--- config.mk ---
export PLATFORM = sky130hd
export DESIGN_NAME = clock_pram_register_access
export DESIGN_NICKNAME = d
export VERILOG_FILES = /design/src/hw/rtl/clk_pram_pkg.sv /design/src/hw/rtl/clock_pram_register_access.sv
export SDC_FILE = /design/constraint.sdc
export NUM_CORES = 2
export LEC_CHECK = 0
export ABC_AREA = 1
export BUFFER_PORTS_ARGS = -buffer_cell sky130_fd_sc_hd__buf_2
export CORE_UTILIZATION = 45
export CTS_BUF_LIST = sky130_fd_sc_hd__clkbuf_8 sky130_fd_sc_hd__clkbuf_16
export DETAILED_ROUTE_END_ITERATION = 16
export PLACE_DENSITY_LB_ADDON = 0.25
export SETUP_SLACK_MARGIN = 0.02
export SLEW_MARGIN = 30
export SYNTH_ARGS = -nofsm -noshare
export SYNTH_HDL_FRONTEND = slang
export SYNTH_SLANG_ARGS = --single-unit
--- constraint.sdc ---
create_clock -name clk -period 10.1 [get_ports clk]
set_input_delay 1.01 -clock clk [delete_from_list [all_inputs] [get_ports clk]]
set_output_delay 1.01 -clock clk [all_outputs]
set_load 0.02 [all_outputs]
--- src/hw/rtl/clk_pram_pkg.sv ---
// Package: shared types and constants for the clock and parameter RAM block.
`default_nettype none
package clk_pram_pkg;

  // Controller states, one-hot.
  typedef enum logic [2:0] {
    ST_CLEAR  = 3'b001,
    ST_IDLE   = 3'b010,
    ST_ACCESS = 3'b100
  } state_t;

  // Configuration register indexes.
  localparam logic CFG_ROM_IS_32BIT     = 1'b0;
  localparam logic CFG_ADDRESSING_24BIT = 1'b1;

  // Command decode.
  localparam logic [3:0] EXT_SELECT = 4'b0111;

  // Extended store entries with fixed behavior.
  localparam logic [7:0] ADDR_ROM_FLAGS = 8'h08;
  localparam logic [7:0] ADDR_FORCED    = 8'h8a;
  localparam logic [7:0] ADDR_NET_0     = 8'he0;
  localparam logic [7:0] ADDR_NET_1     = 8'he1;
  localparam logic [7:0] ADDR_NET_2     = 8'he2;
  localparam logic [7:0] ADDR_NET_3     = 8'he3;

  localparam logic [7:0] ROM_FLAGS_MASK = 8'hf8;
  localparam logic [7:0] FORCED_BITS    = 8'h05;

  // Default bytes returned for entries 0xe0..0xe3 when no network setup is stored.
  localparam logic [7:0] NET_DEFAULT_0 = 8'h00;
  localparam logic [7:0] NET_DEFAULT_1 = 8'hf1;
  localparam logic [7:0] NET_DEFAULT_2 = 8'h00;
  localparam logic [7:0] NET_DEFAULT_3 = 8'h0a;

endpackage
`default_nettype wire

--- src/hw/rtl/clock_pram_register_access.sv ---
// Top level: clock and parameter RAM register access with a 256-byte store.
// An accepted transfer starts the store read; its result loads at the access commit.
// A new item is taken only after that commit, since the store is read, then written.
// The output register holds a finished result while the next item is taken.
// Reset (rst, synchronous): a clearing pass zeroes the store, item_ready low.
// Config writes are taken during the clearing pass as at any other time.
`default_nettype none
module clock_pram_register_access (
  input  wire logic        clk,
  input  wire logic        rst,
  // configuration write port
  input  wire logic        cfg_we,
  input  wire logic        cfg_index,
  input  wire logic        cfg_data,
  // input items
  input  wire logic        item_valid,
  output logic             item_ready,
  input  wire logic [14:0] command,
  input  wire logic [7:0]  write_byte,
  input  wire logic [31:0] clock_seconds,
  // result items
  output logic             result_valid,
  input  wire logic        result_ready,
  output logic [7:0]       result_byte
);

  clk_pram_pkg::state_t state, state_next;

  // Configuration registers.
  logic rom_is_32bit;
  logic addressing_24bit;

  // Parameter store: one synchronous RAM, registered read data.
  logic [7:0] param_store [256];
  logic [7:0] rd_data;
  logic       mem_re;
  logic       mem_we;
  logic [7:0] mem_waddr;
  logic [7:0] mem_wdata;

  // Clearing pass counter.
  logic [7:0] clr_addr;

  // Shadow copies of entries 0xe0 and 0xe1, so the network-default check
  // needs no second read port.
  logic [7:0] net_0;
  logic [7:0] net_1;

  // Fields of the item in flight.
  logic [7:2]  cmd_hold;
  logic [7:0]  data_hold;
  logic [7:0]  clk_byte_hold;
  logic [7:0]  addr_hold;

  // Decode of the incoming command, used to start the store read.
  logic       in_ext;
  logic [7:0] in_addr;
  logic [7:0] in_clk_byte;

  // Decode of the held command.
  logic       ext;
  logic       rd;
  logic [4:0] short_addr;
  logic       short_hit;
  logic       no_net;

  logic       accept;
  logic       commit;
  logic [7:0] res;
  logic       acc_we;
  logic [7:0] acc_wdata;

  assign item_ready = (state == clk_pram_pkg::ST_IDLE);
  assign accept     = item_valid && item_ready;
  // Finish the access once the output register is free or being drained.
  assign commit     = (state == clk_pram_pkg::ST_ACCESS) && (!result_valid || result_ready);

  // Extended accesses use {cmd[2:0], cmd[14:10]}; others the 5-bit cmd[6:2].
  assign in_ext  = (command[6:3] == clk_pram_pkg::EXT_SELECT);
  assign in_addr = in_ext ? {command[2:0], command[14:10]} : {3'b000, command[6:2]};

  always_comb begin
    case (command[3:2])
      2'd0:    in_clk_byte = clock_seconds[7:0];
      2'd1:    in_clk_byte = clock_seconds[15:8];
      2'd2:    in_clk_byte = clock_seconds[23:16];
      2'd3:    in_clk_byte = clock_seconds[31:24];
      default: in_clk_byte = clock_seconds[7:0];
    endcase
  end

  // Controller.
  always_comb begin
    state_next = state;
    case (state)
      clk_pram_pkg::ST_CLEAR: begin
        if (clr_addr == 8'hff) state_next = clk_pram_pkg::ST_IDLE;
      end
      clk_pram_pkg::ST_IDLE: begin
        if (accept) state_next = clk_pram_pkg::ST_ACCESS;
      end
      clk_pram_pkg::ST_ACCESS: begin
        if (commit) state_next = clk_pram_pkg::ST_IDLE;
      end
      default: state_next = clk_pram_pkg::ST_CLEAR;
    endcase
  end

  always_ff @(posedge clk) begin
    if (rst) begin
      state    <= clk_pram_pkg::ST_CLEAR;
      clr_addr <= 8'h00;
    end else begin
      state <= state_next;
      if (state == clk_pram_pkg::ST_CLEAR) clr_addr <= clr_addr + 8'h01;
    end
  end

  // Configuration writes.
  always_ff @(posedge clk) begin
    if (rst) begin
      rom_is_32bit     <= 1'b1;
      addressing_24bit <= 1'b0;
    end else if (cfg_we) begin
      case (cfg_index)
        clk_pram_pkg::CFG_ROM_IS_32BIT:     rom_is_32bit     <= cfg_data;
        clk_pram_pkg::CFG_ADDRESSING_24BIT: addressing_24bit <= cfg_data;
        default: ;
      endcase
    end
  end

  // Hold the item's fields for the access.
  always_ff @(posedge clk) begin
    if (accept) begin
      cmd_hold      <= command[7:2];
      data_hold     <= write_byte;
      clk_byte_hold <= in_clk_byte;
      addr_hold     <= in_addr;
    end
  end

  // Held command decode.
  assign ext        = (cmd_hold[6:3] == clk_pram_pkg::EXT_SELECT);
  assign rd         = cmd_hold[7];
  assign short_addr = cmd_hold[6:2];
  // Short addresses 0x08..0x0b and 0x10..0x1f reach the store.
  assign short_hit  = short_addr[4] || (short_addr[4:2] == 3'b010);
  assign no_net     = (net_0 == 8'h00) && (net_1 == 8'h00);

  // Result and write-back for the access.
  always_comb begin
    res       = data_hold;
    acc_we    = 1'b0;
    acc_wdata = data_hold;
    if (ext) begin
      if (rd) begin
        res = rd_data;
        if (addr_hold == clk_pram_pkg::ADDR_ROM_FLAGS) begin
          if (!rom_is_32bit) res = rd_data & clk_pram_pkg::ROM_FLAGS_MASK;
        end else if (addr_hold == clk_pram_pkg::ADDR_FORCED) begin
          res = rd_data | clk_pram_pkg::FORCED_BITS;
        end else if (no_net && (addr_hold[7:2] == clk_pram_pkg::ADDR_NET_0[7:2])) begin
          case (addr_hold[1:0])
            2'd0:    res = clk_pram_pkg::NET_DEFAULT_0;
            2'd1:    res = clk_pram_pkg::NET_DEFAULT_1;
            2'd2:    res = clk_pram_pkg::NET_DEFAULT_2;
            2'd3:    res = clk_pram_pkg::NET_DEFAULT_3;
            default: res = clk_pram_pkg::NET_DEFAULT_0;
          endcase
        end
      end else begin
        // Force the low bits of entry 0x8a unless 24-bit addressing is on.
        if ((addr_hold == clk_pram_pkg::ADDR_FORCED) && !addressing_24bit) begin
          acc_wdata = data_hold | clk_pram_pkg::FORCED_BITS;
        end
        res    = acc_wdata;
        acc_we = 1'b1;
      end
    end else if (short_hit) begin
      if (rd) res = rd_data;
      else    acc_we = 1'b1;
    end else if (!short_addr[4] && !short_addr[3] && rd) begin
      // Clock byte read.
      res = clk_byte_hold;
    end
  end

  // Store port: the clearing pass owns it until done, then the access logic.
  assign mem_re    = accept;
  assign mem_we    = (state == clk_pram_pkg::ST_CLEAR) || (commit && acc_we);
  assign mem_waddr = (state == clk_pram_pkg::ST_CLEAR) ? clr_addr : addr_hold;
  assign mem_wdata = (state == clk_pram_pkg::ST_CLEAR) ? 8'h00 : acc_wdata;

  always_ff @(posedge clk) begin
    if (mem_we) param_store[mem_waddr] <= mem_wdata;
  end

  always_ff @(posedge clk) begin
    if (mem_re) rd_data <= param_store[in_addr];
  end

  // Track entries 0xe0 and 0xe1 alongside the store.
  always_ff @(posedge clk) begin
    if (rst) begin
      net_0 <= 8'h00;
      net_1 <= 8'h00;
    end else if (commit && acc_we) begin
      if (addr_hold == clk_pram_pkg::ADDR_NET_0) net_0 <= acc_wdata;
      if (addr_hold == clk_pram_pkg::ADDR_NET_1) net_1 <= acc_wdata;
    end
  end

  // Output register: load on commit, drop once transferred.
  always_ff @(posedge clk) begin
    if (rst) begin
      result_valid <= 1'b0;
    end else if (commit) begin
      result_valid <= 1'b1;
    end else if (result_ready) begin
      result_valid <= 1'b0;
    end
  end

  always_ff @(posedge clk) begin
    if (commit) result_byte <= res;
  end

endmodule
`default_nettype wire

; ---- Word level (Yosys, flattened, before mapping)
; Memories as Yosys holds them, arrays and structs flattened. A register that Yosys moved wholly into a read port is not among the register bits.
; Cells that the tools add are included.
[word_totals]
reg_bits = 68
latch_bits = 0
ram_bits = 2048
rom_bits = 0
elab_cells = 90
mem_count = 1
[op_classes]
add_sub_neg = 1
n_mul = 0
n_div = 0
order_cmp = 0
eq_ne = 21
shift = 0
mux = 28
n_bitwise = 1
reduce_logical = 26
[mem_list]
columns = memory, depth, word_bits, read_ports, rd_ports_with_merged_regs, write_ports, line_no
row1 = param_store, 256, 8, 1, 1, 1, clock_pram_register_access.sv:34  ; logic [7:0] param_store [256];
[ops]
columns = op, n
row1 = $mux W8, 11
row2 = $eq A8 B8 Y1 const B, 4
row3 = $pmux W8 S4, 1
row4 = $pmux W8 S3, 1
row5 = $mux W3, 7
row6 = $logic_not A8 Y1, 2
row7 = $pmux W3 S3, 1
row8 = $add A8 B1 Y8 const B, 1
row9 = $eq A2 B2 Y1 const B, 4
row10 = $eq A4 B3 Y1 const B, 2
row11 = $eq A8 B4 Y1 const B, 1
row12 = $logic_and A1 B1 Y1, 8
row13 = $reduce_and A2 Y1, 4
row14 = $mux W1, 7
row15 = $eq A3 B2 Y1 const B, 2
row16 = $eq A6 B6 Y1 const B, 1
row17 = $eq A2 B1 Y1 const B, 2
row18 = $logic_not A1 Y1, 4
row19 = $logic_not A2 Y1, 2
row20 = $ne A2 B2 Y1 const B, 2
row21 = $eq A3 B1 Y1 const B, 1
row22 = $eq A3 B3 Y1 const B, 1
row23 = $logic_or A1 B1 Y1, 3
row24 = $reduce_and A3 Y1, 1
row25 = other kinds (4), 4

; ---- Logic depth before layout (Yosys ltp)
[logic_depth]
ltp_word = 8
mapped_depth = 19

; ---- Least setup slack after synthesis
; Ideal clock, no wire load.
[synth_timing]
path_type = register to register
startpoint = register addr_hold[2]
endpoint = memory param_store[0][0], data pin
setup_time_ns = 1.579
arrival_ns = 7.950
setup_slack_ns = 0.571
stages_incl_launch_ff = 10
path_buffers = 0
synth_period_minus_slack_ns = 9.529
cell_sequence = edfxtp_1 > inv_1 > nand2_1 > nor3_1 > nand4_1 > nor2_1 > inv_1 > nor2_1 > nand2_1 > a21oi_1
[synth_between]
elab_chain_cells = 6
[synth_rtl]
columns = element, line_no
row1 = start: declaration, clock_pram_register_access.sv:53  ; logic [7:0] addr_hold;
row2 = start signal: assignment, clock_pram_register_access.sv:139  ; addr_hold <= in_addr;
row3 = $eq A8 B8 Y1, clock_pram_register_access.sv:174  ; if ((addr_hold == clk_pram_pkg::ADDR_FORCED) && !addressing_24bit) begin
row4 = $logic_and A1 B1 Y1, clock_pram_register_access.sv:174
row5 = $mux W3, clock_pram_register_access.sv:174
row6 = $mux W3, clock_pram_register_access.sv:157  ; if (rd) begin
row7 = $mux W3, clock_pram_register_access.sv:156  ; if (ext) begin
row8 = $mux W8, clock_pram_register_access.sv:193  ; assign mem_wdata = (state == clk_pram_pkg::ST_CLEAR) ? 8'h00 : acc_wdata;
row9 = via mem_wdata[0], clock_pram_register_access.sv:39  ; logic [7:0] mem_wdata;
row10 = end: declaration, clock_pram_register_access.sv:34
; The timed path passes the listed nets, and every way through them passes these cells.

; ---- Worst setup path in the final report
[layout_timing]
startpoint = input port command[3]
endpoint = register rd_data[1], read port of param_store, data pin
[layout_between]
elab_chain_cells = 2
[layout_rtl]
columns = element, line_no
row1 = start: declaration, clock_pram_register_access.sv:18  ; input wire logic [14:0] command,
row2 = $eq A4 B3 Y1, clock_pram_register_access.sv:79  ; assign in_ext = (command[6:3] == clk_pram_pkg::EXT_SELECT);
row3 = $mux W8 *, clock_pram_register_access.sv:80  ; assign in_addr = in_ext ? {command[2:0], command[14:10]} : {3'b000, command[6:2]};
row4 = end: declaration, clock_pram_register_access.sv:35  ; logic [7:0] rd_data;
; Every way passes the cells marked *; elsewhere a longest branch is shown, timed or not.
; A chain may end at the register's enable or synchronous reset.

==> impl_metrics.toml <==
[placed_design]
gp_routability_congestion = 0.886
detailedPlacementHpwl_um = 133000
place.port_buffers = 69

[final_layout]
drive_above_1_share = 0.0526
final_core_utilization = 0.499
finish.net_count = 9086
area_growth_from_synthesis_to_layout_pct = 9.83

[flow_run]
max_cap_viol_count = 0

[critical_path]
critPathLaunchType = "input port"
worstSetupPathType = "in2reg"
worstPathArrival_ps = 5920
worstPathMaxFanout = 106
capturing_element_type_of_the_critical_path = "flop"
cp_data_required_time_ps = 10690

[floorplanning]
core-area_um2 = 205000
die_height_um = 457
design.portCount = 72
floorplan.die.width_um = 457
fp.dieArea_um2 = 209000
std_cell_rows = 166
initial_core_util = 0.454

[timing]
hold_slack_ps = 324
drv_slew = 0
setup_viol = 0
max_freq_mhz = 188
worstMarginPinSlew_ps = 1130
hold_viol_final = 0
fin_crit_ps = 5330
finalClockSkew_ps = 32.3
relSlewSlack = 0.246
period_share = 0.528
tns_ps = 0
setup_repair_after_global_routing_missed_its_margin = "no"

[routing]
num_vias = 62500
detail_route.iter0.violations = 6863
number_of_search_and_repair_iterations_in_the_first_detailed_routing_pass = 6
route.detailed.wl_per_inst_um = 20.7
route.antenna.remaining_nets = 0
wl_um = 246000
drc_errors = 0
route.detailed.vias_per_inst = 5.26

[logic_synthesis]
synth-xor-area-share = 0.0000939
synth_top_family_by_area = "simple AND/OR/NAND/NOR gates"
yosys_most_used_dff = "edfxtp_1"
async_flop_share = 0
synth-simple-area-share = 0.212
synth_most_common_cell = "nand2_1"
yosysTopAreaCellShare = 0.674
synth_enable_flop_cells = 2093
post_synth_fa_ha_maj_area_fraction = 0.000134
synth_top_cells_by_count = "nand2_1, edfxtp_1, nand3_1"
synthTopCellsByArea = "edfxtp_1, nand3_1, nand2_1"
postSynthCellCount = 9155
netlist.top_cell.by_area = "edfxtp_1"
net_count_after_synthesis = 9218
synth_area_um2 = 93300
yosys.cell_types.count = 44
synth.yosys.seq_area_share = 0.680
syn-mean-instance-area_um2 = 10.2
yosys-mux-area-fraction = 0
synth-compound-area-share = 0.0131
synth-warning-count = 0
synth.ff_latch_count = 2123

[cts]
ctsHoldBuffers = 0
cts_tree = "yes"
cts_inserted_buffers = 216
cts_post_setup_buffers_inserted = 0
cts_repair_resize_count = 0
clock_tree.buffer_depth = 3
tritoncts_num_sinks = 2123
cts.htree.levels = 4
path_clk_slew_ps = 60
cts_root_buffer = "clkbuf_16"
clk_latency_ps = 880

[grt]
pin_count_of_the_biggest_net_entering_global_routing = 207
grtUsageTotal = 0.233
number_of_global_route_vias_before_repair = 58800
first_pass_grt_wire_length_um = 368000
globalRouteOverflowTotal = 0
initial_antenna_violation_count = 6

[power]
ir_drop_mv = 0.147
power_density_nw_per_um2 = 178
power.static_leakage_nw = 42.5

[min_path]
hold_path_class = "in2reg"

[status]
run_status = "complete, no violations"
-- critical path: stages --
cell and delay, ps:
buf_2 360, inv_4 170, nor2_8 180, nand3_4 400, nand2_8 620, buf_12 470
buf_16 380, buf_4 610, nand2_1 100, nand3_1 90, nand3_1 90, nand3_1 150
nand3_1 230, nand3_1 150, nand3_1 70, nand3_1 340, nand2_1 120
-- layout make-up --
class,instances,area (um2)
Fill cell,18000,103000
Sequential cell,2123,63500
Multi-Input combinational cell,4810,21200
Inverter,1728,6560
Clock buffer,219,5480
Tap cell,2688,3360
Clock inverter,182,1290
Timing Repair Buffer,144,1160
Antenna cell,3,7.51
-- placed cells by master (no fill, tap or decap), drive strengths merged, types with 2 or more instances in the layout --
cell and count:
nand2 2387, edfxtp 2093, nand3 1848, inv 1786
nor2 339, clkbuf 219, buf 144, clkinv 105
o21ai 84, o211ai 53, a21oi 35, dfxtp 30
nand4 19, bufinv 15, nor3 9, a211oi 8
a31oi 8, clkinvlp 4, diode 3, o221a 3
a32oi 2, o22ai 2, o21a 2
-- path summary, 6_finish.rpt --
check / slack (ps) / depth (start not counted) / start / endpoint
worst min-delay path: 320 / 1 / write_byte[7] / data_hold[7]$_DFFE_PP_
worst min register to register: 460 / 2 / net_1[2]$_SDFFE_PP0P_ / net_1[2]$_SDFFE_PP0P_
worst max-delay path: 4770 / 17 / command[3] / rd_data[1]$_DFFE_PP_
worst max register to register: 5030 / 7 / state[2]$_SDFFE_PP0P_ / param_store[3][4]$_DFFE_PP_
-- metal layers --
layer / part of all wire / GRT usage
met1: 0.42 / 0.323
met2: 0.47 / 0.373
met3: 0.085 / 0.0400
met4: 0.029 / 0.0756
met5: 0.000053 / 0
-- metrics by stage --
stage                     std cells  worst slack, ps  power [W]  area, um2
final                         11900             4770     0.0183     102000
after CTS                     11900             5120     0.0183     102000
after floorplan                9155              571     0.0104      93300
after global placement        11500             3970     0.0108      95600
after global routing          11900             4630     0.0188     102000
after detailed placement      11500             4200     0.0108      95600
-- power by group --
group	internal [W]	switching [W]
sequential	0.00954	0.00000381
clock	0.00430	0.00336
combinational	0.000278	0.000788
total	0.0141	0.00415
-- flip-flops by register name (all words and copies together), names as in the netlist, 3 cells and up --
name and count:
param_store 2048, addr_hold 8, clk_byte_hold 8, clr_addr 8, data_hold 8, net_0 8
net_1 8, rd_data 8, result_byte 8, cmd_hold 5, state 3
-- cells by family (layout without fill, tap and decap cells) --
logic type,Yosys count,in the layout
xor+xnor,1,1
compound gates,201,201
buf+inv,2222,2273
simple gates,4607,4607
flops,2123,2123
fa+ha+maj,1,1
other cells,0,3
Note: power is estimated with default switching activity, not from simulation.
